## src/ucb1_arm_selector_assert.svh

```systemverilog
// Assertion macros for the UCB1 arm selector.
// Needs clk and rst_n in the scope of the module that uses them.
`ifndef UCB1_ARM_SELECTOR_ASSERT_SVH
`define UCB1_ARM_SELECTOR_ASSERT_SVH
`ifndef SYNTH
`define UCB_ASSERT(name, prop, msg) \
  name: assert property (@(posedge clk) disable iff (!rst_n) prop) else $error(msg);
`define UCB_ASSERT_ALWAYS(name, prop, msg) \
  name: assert property (@(posedge clk) prop) else $error(msg);
`else
`define UCB_ASSERT(name, prop, msg)
`define UCB_ASSERT_ALWAYS(name, prop, msg)
`endif
`endif

```

## src/ucb_div.sv

```systemverilog
// Restoring divider, one quotient bit per cycle, shared for all divisions.
// No dependencies.
module ucb_div #(
  parameter int W  = 32,
  parameter int DW = 16
) (
  input  logic          clk,
  input  logic          rst_n,
  input  logic          start,
  input  logic [W-1:0]  dividend,
  input  logic [DW-1:0] divisor,
  output logic          done,
  output logic [W-1:0]  quot
);
  localparam int CW = $clog2(W + 1);

  logic          busy_r;
  logic          done_r;
  logic [CW-1:0] cnt_r;
  logic [DW-1:0] rem_r;
  logic [DW-1:0] dsr_r;
  logic [W-1:0]  quo_r;
  logic [DW:0]   rem_sh;
  logic          ge;
  logic [DW:0]   rem_diff;
  logic [DW-1:0] rem_nxt;

  always_comb begin
    rem_sh   = {rem_r, quo_r[W-1]};
    ge       = rem_sh >= {1'b0, dsr_r};
    rem_diff = rem_sh - {1'b0, dsr_r};
    rem_nxt  = ge ? rem_diff[DW-1:0] : rem_sh[DW-1:0];
  end

  always_ff @(posedge clk) begin
    if (!rst_n) begin
      busy_r <= 1'b0;
      done_r <= 1'b0;
    end else begin
      done_r <= 1'b0;
      if (start) begin
        busy_r <= 1'b1;
        cnt_r  <= CW'(W);
        rem_r  <= '0;
        dsr_r  <= divisor;
        quo_r  <= dividend;
      end else if (busy_r) begin
        quo_r <= {quo_r[W-2:0], ge};
        rem_r <= rem_nxt;
        cnt_r <= cnt_r - CW'(1);
        if (cnt_r == CW'(1)) begin
          busy_r <= 1'b0;
          done_r <= 1'b1;
        end
      end
    end
  end

  assign done = done_r;
  assign quot = quo_r;
endmodule

```

## config.mk

```make
export PLATFORM = sky130hd
export DESIGN_NAME = ucb_div
export DESIGN_NICKNAME = d
export VERILOG_FILES = /design/src/ucb1_arm_selector_assert.svh /design/src/ucb_div.sv
export SDC_FILE = /design/constraint.sdc
export NUM_CORES = 1
export LEC_CHECK = 0
export BUFFER_PORTS_ARGS = -buffer_cell sky130_fd_sc_hd__buf_4
export CELL_PAD_IN_SITES_DETAIL_PLACEMENT = 0
export CELL_PAD_IN_SITES_GLOBAL_PLACEMENT = 2
export CORE_UTILIZATION = 39
export DETAILED_ROUTE_END_ITERATION = 8
export MAX_ROUTING_LAYER = met4
export PLACE_DENSITY_LB_ADDON = 0.1
export REMOVE_ABC_BUFFERS = 1
export SLEW_MARGIN = 10
export SYNTH_ARGS = -nofsm -noshare
export SYNTH_HDL_FRONTEND = slang
export SYNTH_SLANG_ARGS = --single-unit
```

## constraint.sdc

```tcl
create_clock -name clk -period 6.44 [get_ports clk]
set_input_delay 0.966 -clock clk [delete_from_list [all_inputs] [get_ports clk]]
set_output_delay 0.966 -clock clk [all_outputs]
set_load 0.1 [all_outputs]
```

==> flow_summary.ini <==
[power_and_ir_drop]
power.density_nw_per_um2 = 274.2
p_int_uw = 904.5
power.switching_uw = 436.1
swShare_pct = 32.53
p_total_mw = 1.341
peakVddDrop_uv = 124.4
clkPwrFrac_pct = 29.8
power.leakage_nw = 1.939
p_seq_share_pct = 43.1
power_frac_comb_pct = 27.1

[timing]
timing.fmax_mhz = 333.5
timing.setup.tns_ns = 0
finalHoldViolations = 0
drv_slew = 0
fin_crit_sh_pct = 46.56
holdWs_ns = 0.4372
period_needed_ns = 2.998
tightestPinTransition_ns = 1.116
relSlewSlack_pct = 25.45
rsz0062_at_grt = no
setup_violations = 0
clock_skew_ns = 0.01116
fin_ws_ns = 3.442

[finish]
fin_util_pct = 50.01
fin_cells = 544
nets = 476
antennaDiodeCount = 0
drive_gt1_share_pct = 34.31
final_cell_mix = 84 x buf_4, 70 x edfxtp_1, 33 x mux2_2, 21 x inv_1, 20 x a21oi_1
nFillCells = 920
final_design_area_no_fill_um2 = 4888
area_growth_pct = 24.15
layout_commonest_cell = buf_4

[critical_path]
crit_slowest_cell = a21boi_1
required_ns = 6.62
r2r_slack_ns = 3.44
worstSetupStartpoint = rem_r[7]
slowest_delay_ns = 0.89
critPathBufInv = 0
arrival_ns = 3.17
crit_fanout = 12
r2r_cells = 7
path_depth = 7
end_kind = flop
crit_end = rem_r[12]
cp_cell_sequence = ha_1 -> and3_1 -> o211a_1 -> o31ai_1 -> a21boi_1 -> o21ai_0 -> o22ai_1
r2r-end = rem_r[12]
path_delay_family = compound AO/OA/AOI/OAI gates
r2r_start = rem_r[7]
critical_path_class = flop to flop
critPathLaunchType = flop

[clock_tree]
clockBufferDepth = 2
clkTransAtPathRegs_ns = 0.09
numCtsBuffers = 9
cts_tree = done
postCtsSetupBuffers = 0
postCtsHoldBufs = 0
clk_latency_ns = 0.34
cts_max_level = 3
root_buffer = clkbuf_8
ctsResizeCount = 0
cts.sink_count = 72

[placement]
hpwlAfterDp_mm = 6.164
io_buffer_count = 83
placed_cells = 528
pre_cts_slack_ns = 3.378
post_dp_cell_area_um2 = 4677
gp_congestion = 0.7568

[global_route]
first_global_vias = 2898
track_usage_pct = 19.10
gr-total-overflow = 0
grt_max_degree = 53
grt_pass1_wl_mm = 14.47
antenna_found_initial = 0

[synth]
netlist_instances = 320
ys_warn_count = 0
synth.ff_latch_count = 72
syn_area_per_cell_um2 = 12.30
ys_types = 50
synth_edf_count = 70
async_flop_share_pct = 0
netlist_area_um2 = 3938
synth_top_flop_cell = edfxtp_1
yosysSeqAreaShare_pct = 54.40

[die]
fp.dieH_um = 102.5
rows = 36
initial_core_util_pct = 40.28
boundaryPins = 84
die_area_um2 = 10500
dieWidth_um = 102.5
coreArea_um2 = 9774

[outcome]
status = complete, no violations

[route]
drc = 0
wirelength_mm = 9.103
wl_per_cell_um = 16.73
vias = 2849
first_pass_iters = 4
first_iter_violations = 86
viasPerCell = 5.237
antenna_left = 0

[run]
cap_violations = 0

[hold_path]
hold_class = flop to flop
==> worst register-to-register path, stage by stage (launching register included) <==
cell and delay [ns]:
edfxtp_1 0.40, ha_1 0.38, and3_1 0.25, o211a_1 0.18, o31ai_1 0.10, a21boi_1 0.90, o21ai_0 0.36, o22ai_1 0.26
==> power groups by stage <==
stage / Clock [mW] / Sequential, mW / Combinational (mW)
floorplan: 0 / 0.678 / 0.175
global placement: 0 / 0.587 / 0.362
detailed placement: 0 / 0.587 / 0.364
CTS: 0.412 / 0.578 / 0.365
global route: 0.427 / 0.581 / 0.394
finish: 0.400 / 0.577 / 0.363
==> how the worst min path moves through the flow <==
| stage | to | from | slack [ns] | cells after the start |
|---|---|---|---|---|
| 2_1_floorplan | done | busy_r | 0.41 | 2 |
| 3_3_place_gp | done | busy_r | 0.43 | 2 |
| 3_5_place_dp | done | busy_r | 0.43 | 2 |
| 4_1_cts | done | busy_r | 0.44 | 2 |
| 5_1_grt | done | busy_r | 0.47 | 2 |
| 6_report | done | busy_r | 0.44 | 2 |
==> metal layers <==
metal	track usage [%]	up-vias	part of all wire, %	wire length (µm)
li1	-	1397	-	-
met5	-	-	0	0
met3	5.951	11	5.9	539
met1	25.12	1357	48	4405
met4	6.264	0	1.4	126
met2	27.90	84	44	4031
==> cell type report <==
class / count / area, µm² / area share, %
flip-flops and latches: 72 / 2142 / 43.82
multi-input cells: 218 / 1659 / 33.94
clock buffers: 10 / 127.6 / 2.611
well taps: 133 / 166.4 / 3.404
clock inverters: 6 / 83.83 / 1.715
repair buffers: 84 / 630.6 / 12.90
inverters: 21 / 78.83 / 1.612
==> synth_stat cells (4+ instances only) <==
cell / n / area share (%)
a211oi_1: 5 / 0.95
a21oi_1: 20 / 2.5
clkbuf_1: 4 / 0.38
edfxtp_1: 70 / 53
ha_1: 18 / 5.7
inv_1: 21 / 2.0
mux2_2: 33 / 9.4
nand2_1: 14 / 1.3
nand3_1: 11 / 1.4
nor2_1: 16 / 1.5
nor3_1: 8 / 1.0
o211ai_1: 4 / 0.76
o21a_1: 6 / 1.1
o21ai_0: 17 / 2.2
o22ai_1: 5 / 0.79
xnor2_1: 4 / 0.89
xor2_1: 4 / 0.89
==> flip-flops by register name, summed over array words and instances, names as in the netlist <==
signal  cells
cnt_r       6
dsr_r      16
done        1
busy_r      1
rem_r      16
quot       32
==> logic make-up after synthesis <==
group | share of synthesized area [%]
fa+ha+maj | 6.228
xor+xnor | 1.779
flops | 54.40
buf+inv | 3.495
simple gates | 10.36
compound gates | 14.05
mux | 9.692
No activity file was read; power rests on OpenSTA's default activity.
