File: src/ucb1_arm_selector_assert.svh
// Assertion macros for the UCB1 arm selector.
// Needs clk and rst_n in the scope of the module that uses them.
`ifndef UCB1_ARM_SELECTOR_ASSERT_SVH
`define UCB1_ARM_SELECTOR_ASSERT_SVH
`ifndef SYNTH
`define UCB_ASSERT(name, prop, msg) \
  name: assert property (@(posedge clk) disable iff (!rst_n) prop) else $error(msg);
`define UCB_ASSERT_ALWAYS(name, prop, msg) \
  name: assert property (@(posedge clk) prop) else $error(msg);
`else
`define UCB_ASSERT(name, prop, msg)
`define UCB_ASSERT_ALWAYS(name, prop, msg)
`endif
`endif

File: src/ucb_pkg.sv
// Shared constants and codes for the UCB1 arm selector.
// No dependencies.
package ucb_pkg;
  localparam int NUM_ARMS_W = 9;
  localparam int GAIN_W     = 16;
  localparam int ARM_OUT_W  = 8;
  localparam int PLAY_W     = 16;
  localparam int LNQ_W      = 21;
  localparam int FRAC_W     = 17;
  localparam int SQ_IN_W    = 38;
  localparam int ROOT_W     = SQ_IN_W / 2;
  localparam int BONUS_W    = GAIN_W + ROOT_W;
  localparam int SCORE_W    = 24;
  localparam logic [15:0] LN2_Q16 = 16'd45426;

  localparam logic [NUM_ARMS_W-1:0] NUM_ARMS_RST = 9'd1;
  localparam logic                  SIDE_WHITE_RST = 1'b1;
  localparam logic [GAIN_W-1:0]     GAIN_RST = 16'd6144;

  typedef enum logic [1:0] {
    CFG_NUM_ARMS     = 2'd0,
    CFG_SIDE_WHITE   = 2'd1,
    CFG_EXPLORE_GAIN = 2'd2
  } cfg_idx_t;

  localparam logic       OP_START   = 1'b0;
  localparam logic       OP_REPORT  = 1'b1;
  localparam logic [1:0] RES_WHITE  = 2'b01;
  localparam logic [1:0] RES_BLACK  = 2'b11;
endpackage

File: src/ucb_ln.sv
// Natural logarithm in Q16 of a counter: normalise, sixteen squaring rounds, scale by ln 2.
// Depends on ucb_pkg.
module ucb_ln #(
  parameter int COUNT_BITS = 16
) (
  input  logic                    clk,
  input  logic                    rst_n,
  input  logic                    start,
  input  logic [COUNT_BITS-1:0]   n,
  output logic                    done,
  output logic [ucb_pkg::LNQ_W-1:0] lnq
);
  import ucb_pkg::*;

  localparam int KW = $clog2(COUNT_BITS);

  typedef enum logic [2:0] {
    L_IDLE, L_NORM, L_MUL, L_CHK, L_SCALE, L_FIN
  } ln_state_t;

  ln_state_t               st_r;
  logic                    done_r;
  logic [COUNT_BITS-1:0]   m_r;
  logic [KW-1:0]           k_r;
  logic [30:0]             mant_r;
  logic [15:0]             frac_r;
  logic [3:0]              i_r;
  logic [61:0]             prod_r;
  logic [36:0]             lp_r;
  logic [LNQ_W-1:0]        lnq_r;
  logic [COUNT_BITS+30:0]  wide;
  logic [31:0]             sq;

  assign wide = {m_r, 31'b0};
  assign sq   = prod_r[61:30];

  always_ff @(posedge clk) begin
    if (!rst_n) begin
      st_r   <= L_IDLE;
      done_r <= 1'b0;
    end else begin
      done_r <= 1'b0;
      case (st_r)
        L_IDLE: begin
          if (start) begin
            if (n <= COUNT_BITS'(1)) begin
              lnq_r  <= '0;
              done_r <= 1'b1;
            end else begin
              m_r  <= n;
              k_r  <= KW'(COUNT_BITS - 1);
              st_r <= L_NORM;
            end
          end
        end
        L_NORM: begin
          if (m_r[COUNT_BITS-1]) begin
            mant_r <= wide[COUNT_BITS+30 -: 31];
            frac_r <= '0;
            i_r    <= 4'd15;
            st_r   <= L_MUL;
          end else begin
            m_r <= m_r << 1;
            k_r <= k_r - KW'(1);
          end
        end
        L_MUL: begin
          prod_r <= mant_r * mant_r;
          st_r   <= L_CHK;
        end
        L_CHK: begin
          if (sq[31]) begin
            mant_r      <= sq[31:1];
            frac_r[i_r] <= 1'b1;
          end else begin
            mant_r <= sq[30:0];
          end
          if (i_r == 4'd0) begin
            st_r <= L_SCALE;
          end else begin
            i_r  <= i_r - 4'd1;
            st_r <= L_MUL;
          end
        end
        L_SCALE: begin
          lp_r <= {5'(k_r), frac_r} * LN2_Q16;
          st_r <= L_FIN;
        end
        L_FIN: begin
          lnq_r  <= lp_r[36:16];
          done_r <= 1'b1;
          st_r   <= L_IDLE;
        end
        default: st_r <= L_IDLE;
      endcase
    end
  end

  assign done = done_r;
  assign lnq  = lnq_r;
endmodule

File: config.mk
export PLATFORM = sky130hd
export DESIGN_NAME = ucb_ln
export DESIGN_NICKNAME = d
export VERILOG_FILES = /design/src/ucb1_arm_selector_assert.svh /design/src/ucb_pkg.sv /design/src/ucb_ln.sv
export SDC_FILE = /design/constraint.sdc
export NUM_CORES = 2
export LEC_CHECK = 0
export BUFFER_PORTS_ARGS = -buffer_cell sky130_fd_sc_hd__buf_2
export CAP_MARGIN = 20
export CORE_MARGIN = 2
export CORE_UTILIZATION = 65
export CTS_CLUSTER_SIZE = 40
export DETAILED_ROUTE_END_ITERATION = 10
export GPL_TIMING_DRIVEN = 0
export PLACE_DENSITY = 0.82
export SLEW_MARGIN = 20
export SYNTH_ARGS = -nofsm -noshare
export SYNTH_HDL_FRONTEND = slang
export SYNTH_SLANG_ARGS = --single-unit
File: constraint.sdc
create_clock -name clk -period 8.78 [get_ports clk]
set_clock_uncertainty 0.15 [all_clocks]
set_input_delay 0 -clock clk [delete_from_list [all_inputs] [get_ports clk]]
set_output_delay 0 -clock clk [all_outputs]
set_load 0.1 [all_outputs]
==> out/qor.csv <==
stage,metric,value,unit
logic_synthesis,yosysTopAreaCellShare,0.449,
logic_synthesis,synthCells,3805,
floorplanning,coreArea,57500,sq um
setup_path,worstPathMaxFanout,10,
run_status,status,"finished, final reports clean",
clock_tree,cts_sinks,147,
sta,finalCritPeriodShare,0.998,
grt,grt_pass1_vias,29700,
clock_tree,cts-root-buf,clkbuf_16,
cells_and_area,fillers,4139,
flow_run,maxCapViolations,0,
logic_synthesis,ys_ff_latch,147,
setup_path,required,8810,ps
sta,setup_tns,0,ps
logic_synthesis,synth_area_leaders,"fa_1, ha_1, edfxtp_1",
sta,setup_viol,0,
clock_tree,cts_buffers,17,
cells_and_area,layout_commonest_cell,inv_1,
grt,grt_max_degree,32,
route,dr.pass1.iters,7,
hold_path,holdPathStages,4,
logic_synthesis,yosysUniqueCellTypes,74,
cells_and_area,syn2layout_area_growth,6.66,%
sta,fmax,114,MHz
logic_synthesis,synthArstFlopShare,0,
setup_path,timing.rr.start,mant_r[20],
logic_synthesis,synth_edf_count,143,
floorplanning,rows,88,
sta,fin_crit,8760,ps
floorplanning,dieArea,59900,sq um
route,totalWireLength,103000,um
floorplanning,pin_count,41,
grt,grt-ovfl-total,0,
setup_path,rr_endpoint,prod_r[61],
placed_design,gp_congestion,1.00,
grt,antenna_found_initial,6,
sta,tightest_slew,932,ps
placed_design,dpl.hpwl,83700,um
setup_path,crit_type,reg2reg,
cells_and_area,nNetsFinal,5188,
logic_synthesis,yosysWarnings,0,
setup_path,crit_end,prod_r[61],
route,drt_iter0_markers,2465,
setup_path,r2r_slack,20,ps
sta,max-slew-margin-rel,0.379,
grt,grt_pass1_wl,163000,um
route,routedWlPerCell,22.0,um
sta,rsz0062_at_grt,true,
cells_and_area,most-common-layout-cells,"inv_1, fa_1, ha_1",
floorplanning,die_x,245,um
logic_synthesis,synth_ff_type,edfxtp_1,
hold_path,hp-class,in2reg,
setup_path,cp-start-kind,flop,
clock_tree,clock_path_buffers,2,
floorplanning,start_util,0.655,
route,num_vias,27200,
logic_synthesis,synth_largest_area_cell,fa_1,
clock_tree,h-tree-depth,4,
setup_path,arrival,8790,ps
grt,grt_util_all_layers,0.364,
setup_path,worstRegToRegCells,23,
cells_and_area,drive_gt1_frac,0.0558,
clock_tree,clk_pin_slew,80,ps
clock_tree,tritoncts,built,
setup_path,end_kind,flop,
sta,slew_violations,0,
route,ant_nets,0,
route,viasPerCell,5.78,
setup_path,startpoint,mant_r[20],
logic_synthesis,synth.avg_cell_area,9.90,sq um
route,drc,0,
logic_synthesis,synth_nets,5079,
logic_synthesis,netlist_area,37700,sq um
floorplanning,die_h,245,um
placed_design,place.port_buffers,39,
logic_synthesis,yosysSeqAreaShare,0.116,
clock_tree,clk_latency,440,ps
sta,final-hold-violation-count,0,
[cell families after synthesis]
family                   Yosys count  share of synthesized area
multiplexers                      34                    0.00907
AO/OA/AOI/OAI                    274                     0.0476
other                              1                  0.0000996
XOR/XNOR                          80                     0.0186
adder cells (fa/ha/maj)         1255                      0.585
flip-flops                       147                      0.116
buffers and inverters           1203                      0.120
AND/OR/NAND/NOR                  811                      0.103
[synthesized netlist by cell type (all sizes together) (4+ instances only)]
master     n
nor2     104
ha       411
dfxtp      4
nand2    372
a21oi     99
fa       844
a21o      45
a31oi     12
or2        8
buf        4
and3       9
xor2      33
inv     1077
o21bai    11
o21a       5
and2     209
nand3     16
o21ai     50
edfxtp   143
mux2i     33
nand4     22
o211ai     8
xnor2     47
nor2b     16
nand3b    15
a21boi     4
a31o       4
a211oi     4
nor3      15
nand2b     5
nor4       7
clkbuf   121
[area by class of cell]
| cell class | instances | area [sq um] | share of cell area |
|---|---|---|---|
| multi-input combinational | 2455 | 28800 | 0.718 |
| clock buffer | 17 | 425 | 0.0106 |
| antenna | 8 | 20.0 | 0.000498 |
| sequential | 147 | 4370 | 0.109 |
| tap | 765 | 957 | 0.0238 |
| inverter | 1078 | 4050 | 0.101 |
| clock inverter | 15 | 201 | 0.00501 |
| timing repair buffer | 94 | 684 | 0.0170 |
| buffer | 121 | 619 | 0.0154 |
[worst max-delay path, cell delays in order, from the launching register on]
cell and delay (ps):
edfxtp_1 470, clkbuf_1 680, and2_1 300, fa_1 450, fa_1 500, fa_1 540, inv_1 60, fa_1 480
inv_1 50, fa_1 480, fa_1 580, fa_1 460, fa_1 510, ha_1 370, a21oi_1 200, o21ai_0 160
a311oi_2 460, o21ai_0 250, nor2_2 260, o21ai_2 160, o211ai_1 230, nand2_1 140, o41ai_2 420, xnor2_1 140
[how the worst min path moves through the flow]
stage / from / end / slack, ps
finish: n[7] / m_r[7] / 220
global route: n[0] / m_r[0] / 250
CTS: n[8] / m_r[8] / 200
detailed placement: n[8] / m_r[8] / 130
global placement: n[10] / m_r[10] / 130
floorplan: rst_n / st_r[2] / -20
[stage by stage]
| stage | instance area [sq um] | setup slack (ps) | hold slack (ps) | std cells | util |
|---|---|---|---|---|---|
| 3_3_place_gp | 38800 | -1220 | 129 | 4609 | 0.675 |
| 4_1_cts | 40000 | 0.753 | 197 | 4682 | 0.696 |
| 6_report | 40200 | 20.1 | 217 | 4700 | 0.699 |
| 3_5_place_dp | 38900 | -1290 | 131 | 4617 | 0.677 |
| 5_1_grt | 40200 | -97.8 | 254 | 4696 | 0.699 |
| 2_1_floorplan | 37700 | 1350 | -21.8 | 3805 | - |
[timing repair]
| item | CTS | global route |
|---|---|---|
| buffers inserted | 16 | 13 |
| gates cloned | 0 | 0 |
| hold endpoints to repair | 51 | 0 |
| pin swaps | 1 | 3 |
| setup endpoints to repair | 31 | 21 |
| gates resized for setup | 67 | 81 |
| hold buffers | 18 | 0 |
[routing by layer]
| metal | GRT usage | up-vias | part of all wire |
|---|---|---|---|
| met3 | 0.0962 | 441 | 0.11 |
| li1 | - | 11600 | - |
| met1 | 0.453 | 13600 | 0.35 |
| met2 | 0.574 | 1548 | 0.46 |
| met4 | 0.219 | 6 | 0.075 |
| met5 | 0.00245 | - | 0.00039 |
[sequential cells by signal, indices dropped and copies added (netlist names)]
| name | cells |
|---|---|
| prod_r | 32 |
| mant_r | 31 |
| lnq | 20 |
| lp_r | 20 |
| frac_r | 16 |
| m_r | 16 |
| i_r | 4 |
| k_r | 4 |
| st_r | 3 |
| done | 1 |
Power is left out: the tool's default activity adds up to more than one toggle a clock period on the data nets, which glitch-free logic cannot reach.
