$ cat src/ucb1_arm_selector_assert.svh
// Assertion macros for the UCB1 arm selector.
// Needs clk and rst_n in the scope of the module that uses them.
`ifndef UCB1_ARM_SELECTOR_ASSERT_SVH
`define UCB1_ARM_SELECTOR_ASSERT_SVH
`ifndef SYNTH
`define UCB_ASSERT(name, prop, msg) \
  name: assert property (@(posedge clk) disable iff (!rst_n) prop) else $error(msg);
`define UCB_ASSERT_ALWAYS(name, prop, msg) \
  name: assert property (@(posedge clk) prop) else $error(msg);
`else
`define UCB_ASSERT(name, prop, msg)
`define UCB_ASSERT_ALWAYS(name, prop, msg)
`endif
`endif

$ cat src/ucb_isqrt.sv
// Bit-serial integer square root, one result bit per cycle.
// No dependencies.
module ucb_isqrt #(
  parameter int W = 38
) (
  input  logic           clk,
  input  logic           rst_n,
  input  logic           start,
  input  logic [W-1:0]   val,
  output logic           done,
  output logic [W/2-1:0] root
);
  logic         busy_r;
  logic         done_r;
  logic [W-1:0] v_r;
  logic [W-1:0] r_r;
  logic [W-1:0] bit_r;
  logic [W-1:0] sum;

  assign sum = r_r + bit_r;

  always_ff @(posedge clk) begin
    if (!rst_n) begin
      busy_r <= 1'b0;
      done_r <= 1'b0;
    end else begin
      done_r <= 1'b0;
      if (start) begin
        busy_r <= 1'b1;
        v_r    <= val;
        r_r    <= '0;
        bit_r  <= {2'b01, {(W-2){1'b0}}};
      end else if (busy_r) begin
        if (v_r >= sum) begin
          v_r <= v_r - sum;
          r_r <= (r_r >> 1) + bit_r;
        end else begin
          r_r <= r_r >> 1;
        end
        bit_r <= bit_r >> 2;
        if (bit_r[0]) begin
          busy_r <= 1'b0;
          done_r <= 1'b1;
        end
      end
    end
  end

  assign done = done_r;
  assign root = r_r[W/2-1:0];
endmodule

$ cat config.mk
export PLATFORM = sky130hd
export DESIGN_NAME = ucb_isqrt
export DESIGN_NICKNAME = d
export VERILOG_FILES = /design/src/ucb1_arm_selector_assert.svh /design/src/ucb_isqrt.sv
export SDC_FILE = /design/constraint.sdc
export NUM_CORES = 1
export LEC_CHECK = 0
export BUFFER_PORTS_ARGS = -buffer_cell sky130_fd_sc_hd__buf_4
export CAP_MARGIN = 20
export CORE_UTILIZATION = 53
export DETAILED_ROUTE_END_ITERATION = 7
export PLACE_DENSITY = 0.71
export SKIP_CTS_REPAIR_TIMING = 1
export SLEW_MARGIN = 20
export SYNTH_ARGS = -nofsm -noshare
export SYNTH_HDL_FRONTEND = slang
export SYNTH_SLANG_ARGS = --single-unit
$ cat constraint.sdc
create_clock -name clk -period 18.25 [get_ports clk]
set_input_delay 3.65 -clock clk [delete_from_list [all_inputs] [get_ports clk]]
set_output_delay 3.65 -clock clk [all_outputs]
set_load 0.05 [all_outputs]
==> run metrics, run 1 <==
outcome=completed; CP startpoint=r_r[4]$_SDFFCE_PP0P_; number of synthesized register bits=97; arrival time at the worst endpoint=6580 ps; Seq/Total Area, Yosys=31.5%; Yosys cell types=74; main combinational cell family by area after synthesis=compound AO/OA/AOI/OAI gates; clock buffer depth=2; R2R Setup Slk=11670 ps; die height=134 microns; CP Launch Type=flop; die width=134 microns; Peak VDD IR=0.0000483 V; post-synthesis xor/xnor area fraction=6.95%; crit path setup slack, layout=11670 ps; CTS tree=built; DR vias=8303; DR pass1 iterations=5; Max-Cap Viols=0; CORE AREA=16800 sq um; Crit Path Class=reg2reg; Min-Delay Path Class=reg2reg; FFs w/ async S/R, synth=0%; commonest cells in the netlist=114 x nand2_1, 95 x edfxtp_1, 78 x ha_1; # diodes=0; Antenna Nets Post-Route=0; fin cells=1296; Worst R2R Path Depth=18; Initial DRC Count=892; dpl cells=1280; Slew HR=35.0%; clock root buffer=clkbuf_16; Fmax=152 MHz; fillers=1509; share of layout cells above drive strength 1=10.7%; Power Density=100 nW/um^2; I/O Buffers=60; worst r2r src=r_r[4]$_SDFFCE_PP0P_; Synth top area share=31.0%; Num Clock Sinks=97; Final GP Congestion=0.886; Avg Vias per Cell=6.41; Post-Synthesis Net Count=1176; IO Count=61; remaining global-route overflow=0; worst-path maximum fanout=38; CTS clock-pin slew for the worst setup and hold paths=80 ps; largest cells by area after synthesis=edfxtp_1 31%, ha_1 11%, nand2_1 4.7%; first-pass GRT wire length=39.7 mm; post-synth top area cell=edfxtp_1; syn avg cell area=8.71 sq um; Routed Wire Length=24.4 mm; GRT Resource Usage Total=27.9%; Post-Syn Area=9200 sq um; vias in the first global route=7696; RR Endpoint=v_r[16]$_DFFE_PP_; Cells after Synth=1056; worst slack at placement=11820 ps; area of the multi-input gates=5900 sq um; Post-DP HPWL=17.6 mm; post-route setup TNS=0 ps; wire per inst=18.8 microns; count leader, synth=nand2_1; fin. max-slew vios=0; post-synthesis compound-gate area fraction=24.6%; Synth Area in Simple Gates=20.1%; H-tree Lvls=3; Final min period=6580 ps; Power Total=0.997 mW; Initial Utilization=54.9%; area delta synth->final=8.37%; mux cell area share after synthesis=1.48%; RSZ-0062 raised after global routing=no; total die area=17900 sq um; TritonCTS Buffers=9; CP Capture Type=flop; CP endpoint=v_r[16]$_DFFE_PP_; final setup violation count=0; initial antenna violation count=0; Synth Area in Adders=10.8%; Clock Latency Late Sink=360 ps; Yosys Warn Count=0; largest net degree at the start of global routing=78; Tcrit/Tclk final=36.1%; required time of the critical path=18250 ps; final hold slack=579 ps; DRC Markers=0; LEAKAGE=3.82 nW; clock skew=10.5 ps; Least-Margin Pin Slew=972 ps; Synth Flop Type=edfxtp_1; floorplan row count=47; Reg area=2890 sq um; nets@finish=1191; Hold Fails Final Rpt=0; Post-synth EDFFs=95
worst min-delay path by stage:
stage / from / to / slack, ps / cells past startpoint
after floorplan: busy_r$_SDFF_PN0_ / done$_SDFF_PP0_ / 450 / 1
after global placement: busy_r$_SDFF_PN0_ / done$_SDFF_PP0_ / 560 / 1
after detailed placement: busy_r$_SDFF_PN0_ / done$_SDFF_PP0_ / 550 / 1
after CTS: busy_r$_SDFF_PN0_ / done$_SDFF_PP0_ / 560 / 1
after global routing: busy_r$_SDFF_PN0_ / done$_SDFF_PP0_ / 580 / 1
final: busy_r$_SDFF_PN0_ / done$_SDFF_PP0_ / 580 / 1
routing by layer:
layer	vias to the layer above	GRT usage, %	wire, microns
met2	336	42.3	10500
met1	3903	41.7	11800
li1	4039	-	-
met3	25	3.31	1720
met5	-	0	0
met4	0	7.64	327
critical path, cell delays in order (launching register included):
cell      delay (ps)
edfxtp_1         520
ha_1             380
nand2_1           80
o21bai_1         170
a31oi_1          160
o21ai_0          540
a21boi_0         250
o21ai_0          570
nand2_1          150
xor2_1           170
ha_1             350
nand2_1          110
or3_1            410
or3_1            340
o21bai_2         270
a21oi_4          810
nor2_1           220
a21boi_4         200
buf_4            450
sequential cells by signal, indices dropped and copies added, names as in the netlist:
| signal | flops |
|---|---|
| busy_r | 1 |
| r_r | 38 |
| bit_r | 19 |
| v_r | 38 |
| done | 1 |
power by group:
part           leakage [nW]  switching, mW  internal [mW]
logic                  2.74          0.295          0.186
clock network         0.151         0.0929          0.111
registers             0.927         0.0281          0.284
area by class of cell:
type	instances	area share [%]
multi-input cells	871	59.2
clock buffers	11	2.44
flip-flops and latches	97	29.0
inverters	25	0.942
repair buffers	67	5.05
clock inverters	5	0.615
well taps	220	2.76
per-stage QoR:
step / util, % / cell area (sq um)
6_report: 59.5 / 9970
2_1_floorplan: - / 9200
3_3_place_gp: 57.6 / 9660
3_5_place_dp: 57.6 / 9660
5_1_grt: 59.5 / 9970
4_1_cts: 59.5 / 9970
cell families after synthesis:
kind of cell    Yosys count
flops                    97
fa+ha+maj                79
buf+inv                  88
xor+xnor                 73
simple gates            374
mux                      13
compound gates          332
cells in the final DEF (no fill, tap or decap), types with 38 or more instances in the layout:
cell type and n:
nor3_1 39, o21ai_0 71, a21oi_1 63, buf_4 67, nor2b_1 41, nand2_1 114
edfxtp_1 95, xnor2_1 38, ha_1 78, nor2_1 61
No activity file was read; power rests on OpenSTA's default activity.
==> run 2, diff against run 1 <==
--- a/config.mk
+++ b/config.mk
@@ -5,11 +5,12 @@
 export SDC_FILE = /design/constraint.sdc
 export NUM_CORES = 1
 export LEC_CHECK = 0
+export ABC_AREA = 1
 export BUFFER_PORTS_ARGS = -buffer_cell sky130_fd_sc_hd__buf_4
 export CAP_MARGIN = 20
 export CORE_UTILIZATION = 53
 export DETAILED_ROUTE_END_ITERATION = 7
-export PLACE_DENSITY = 0.71
+export PLACE_DENSITY = 0.74
 export SKIP_CTS_REPAIR_TIMING = 1
 export SLEW_MARGIN = 20
 export SYNTH_ARGS = -nofsm -noshare
==> constraint.sdc (replaced) <==
create_clock -name clk -period 6 [get_ports clk]
set_input_delay 1.2 -clock clk [delete_from_list [all_inputs] [get_ports clk]]
set_output_delay 1.2 -clock clk [all_outputs]
set_load 0.05 [all_outputs]
==> run metrics, run 2 <==
outcome=completed; commonest cells in the netlist=656 x nand2_1, 218 x inv_1, 159 x nor2_1; Slew HR=43.1%; Initial Utilization=54.6%; DRC Markers=0; CP delay by family, top=compound AO/OA/AOI/OAI gates; floorplan row count=51; TritonCTS Buffers=9; post-route setup TNS=0 ps; required time of the critical path=6240 ps; Final min period=4860 ps; CP Launch Type=flop; slowest CP cell=a21oi_4; clock skew=9.47 ps; Avg Vias per Cell=5.44; # diodes=0; Antenna Nets Post-Route=0; area delta synth->final=8.14%; post-synth top area cell=edfxtp_1; Crit Path Class=reg2reg; die width=145 microns; nets@finish=1865; Post-Synthesis Net Count=1826; final setup violation count=0; total die area=20900 sq um; DR vias=11.0k; wire per inst=16.0 microns; Seq/Total Area, Yosys=26.9%; Critical Path, Cell by Cell=ha_1 > nand2_1 > o21ai_0 > nand2_1 > nand2_1 > a21oi_1 > o21ai_0 > nand2_1 > nand3b_1 > nand2_1 > ha_1 > nand2_1 > inv_2 > nand2_2 > nor2_2 > nand2_2 > nor3_2 > nor2_2 > a21oi_4 > buf_4 > nand2_1 > nand2_1; GRT Resource Usage Total=32.2%; first-pass GRT wire length=51.4 mm; clock root buffer=clkbuf_16; I/O Buffers=60; syn avg cell area=6.31 sq um; Max-Cap Viols=0; Final GP Congestion=1.03; CP Capture Type=flop; Yosys cell types=43; CTS clock-pin slew for the worst setup and hold paths=80 ps; most frequent cells in the layout=656 x nand2_1, 218 x inv_1, 159 x nor2_1; arrival time at the worst endpoint=5100 ps; Least-Margin Pin Slew=853 ps; largest cells by area after synthesis=edfxtp_1 26%, nand2_1 23%, ha_1 9.1%; final core utilization=59.1%; Synth Flop Type=edfxtp_1; FFs w/ async S/R, synth=0%; H-tree Lvls=3; Post-Syn Area=10800 sq um; IO Count=61; initial antenna violation count=0; DR pass1 iterations=5; Synth top area share=26.5%; Num Clock Sinks=97; Hold Fails Final Rpt=0; Routed Wire Length=32.2 mm; Fmax=206 MHz; Tcrit/Tclk final=81.0%; Clock Latency Late Sink=370 ps; fin. max-slew vios=0; critical path's most frequent cell=nand2_1; clock buffer depth=2; remaining global-route overflow=0; Peak VDD IR=0.000144 V; count leader, synth=nand2_1; Post-DP HPWL=25.8 mm; Yosys Warn Count=0; Largest regs=r_r (38), v_r (38), bit_r (19); WP buf/inv=2; Min-Delay Path Class=reg2reg; commonest non-fill, non-tap cell in the layout=nand2_1; Initial DRC Count=782; CORE AREA=19700 sq um; Cells after Synth=1706; worst-path maximum fanout=25; area of the multi-input gates=6780 sq um; number of synthesized register bits=97; CTS tree=built; Reg area=2890 sq um; max incr delay on CP=640 ps; share of layout cells above drive strength 1=7.31%; RSZ-0062 raised after global routing=no; Post-synth EDFFs=95; Power Density=277 nW/um^2; fillers=1973; die height=145 microns; LEAKAGE=5.80 nW; vias in the first global route=10.6k; largest net degree at the start of global routing=76
-- run 2: cell types whose count changed after synthesis, moves of 23 or more --
cell     before  now
a21o_1       29    6
a31oi_1      29    5
inv_1        25  218
nand2_1     114  656
nand3_1      37  100
nor2_1       61  159
nor2b_1      41    0
-- run 2: kinds of logic (layout without fill, tap and decap cells) --
family          after synthesis  after routing  share of synthesized area [%]
simple gates               1013           1013                           39.2
buf+inv                     265            309                           10.3
compound gates              195            195                           9.76
flops                        97             97                           26.9
fa+ha+maj                    79             79                           9.25
xor+xnor                     57             57                           4.63
-- run 2: worst register-to-register path: cells and delay by family, from the launching register on --
family                     cells  cell delay [ps]
AOI/OAI and AO/OA              4             1610
and+or+nand+nor               14             1420
adders and majority gates      2              760
DFF                            1              520
buffers and inverters          2              430
-- run 2: through the flow --
stage | area, sq um | power (mW) | hold WS (ps) | setup WS [ps] | std cells
2_1_floorplan | 10800 | 2.19 | 443 | 1180 | 1706
3_3_place_gp | 11400 | 2.57 | 494 | 1290 | 1999
3_5_place_dp | 11400 | 2.60 | 509 | 1280 | 1999
4_1_cts | 11600 | 3.21 | 519 | 1230 | 2015
5_1_grt | 11600 | 3.46 | 550 | 853 | 2015
6_report | 11600 | 3.23 | 523 | 1140 | 2015
-- run 2: path summary, 6_finish.rpt --
check	end	slack [ps]	from	cells past startpoint
max	r_r[9]$_SDFFCE_PP0P_	1140	r_r[10]$_SDFFCE_PP0P_	22
min	done$_SDFF_PP0_	520	busy_r$_SDFF_PN0_	2
min reg2reg	done$_SDFF_PP0_	520	busy_r$_SDFF_PN0_	2
max reg2reg	r_r[9]$_SDFFCE_PP0P_	1140	r_r[10]$_SDFFCE_PP0P_	22
-- run 2: report_power, final --
part	total (mW)	switching, mW	leakage (nW)	internal (mW)
logic	1.66	1.10	4.72	0.556
clock network	0.609	0.297	0.145	0.312
registers	0.962	0.0976	0.930	0.865
-- run 2: final cells by class --
class / count / area share (%)
clock inverter: 5 / 0.387
clock buffer: 11 / 2.17
tap: 265 / 2.85
timing repair buffer: 65 / 4.19
multi-input combinational: 1344 / 58.2
inverter: 228 / 7.35
sequential: 97 / 24.8
-- run 2: routing by layer --
metal | part of all wire [%] | vias up | GRT usage, %
met5 | 0 | - | 0
met4 | 4.4 | 0 | 15.8
met3 | 5.6 | 93 | 3.41
met2 | 47 | 376 | 56.1
met1 | 43 | 4951 | 39.5
li1 | - | 5539 | -
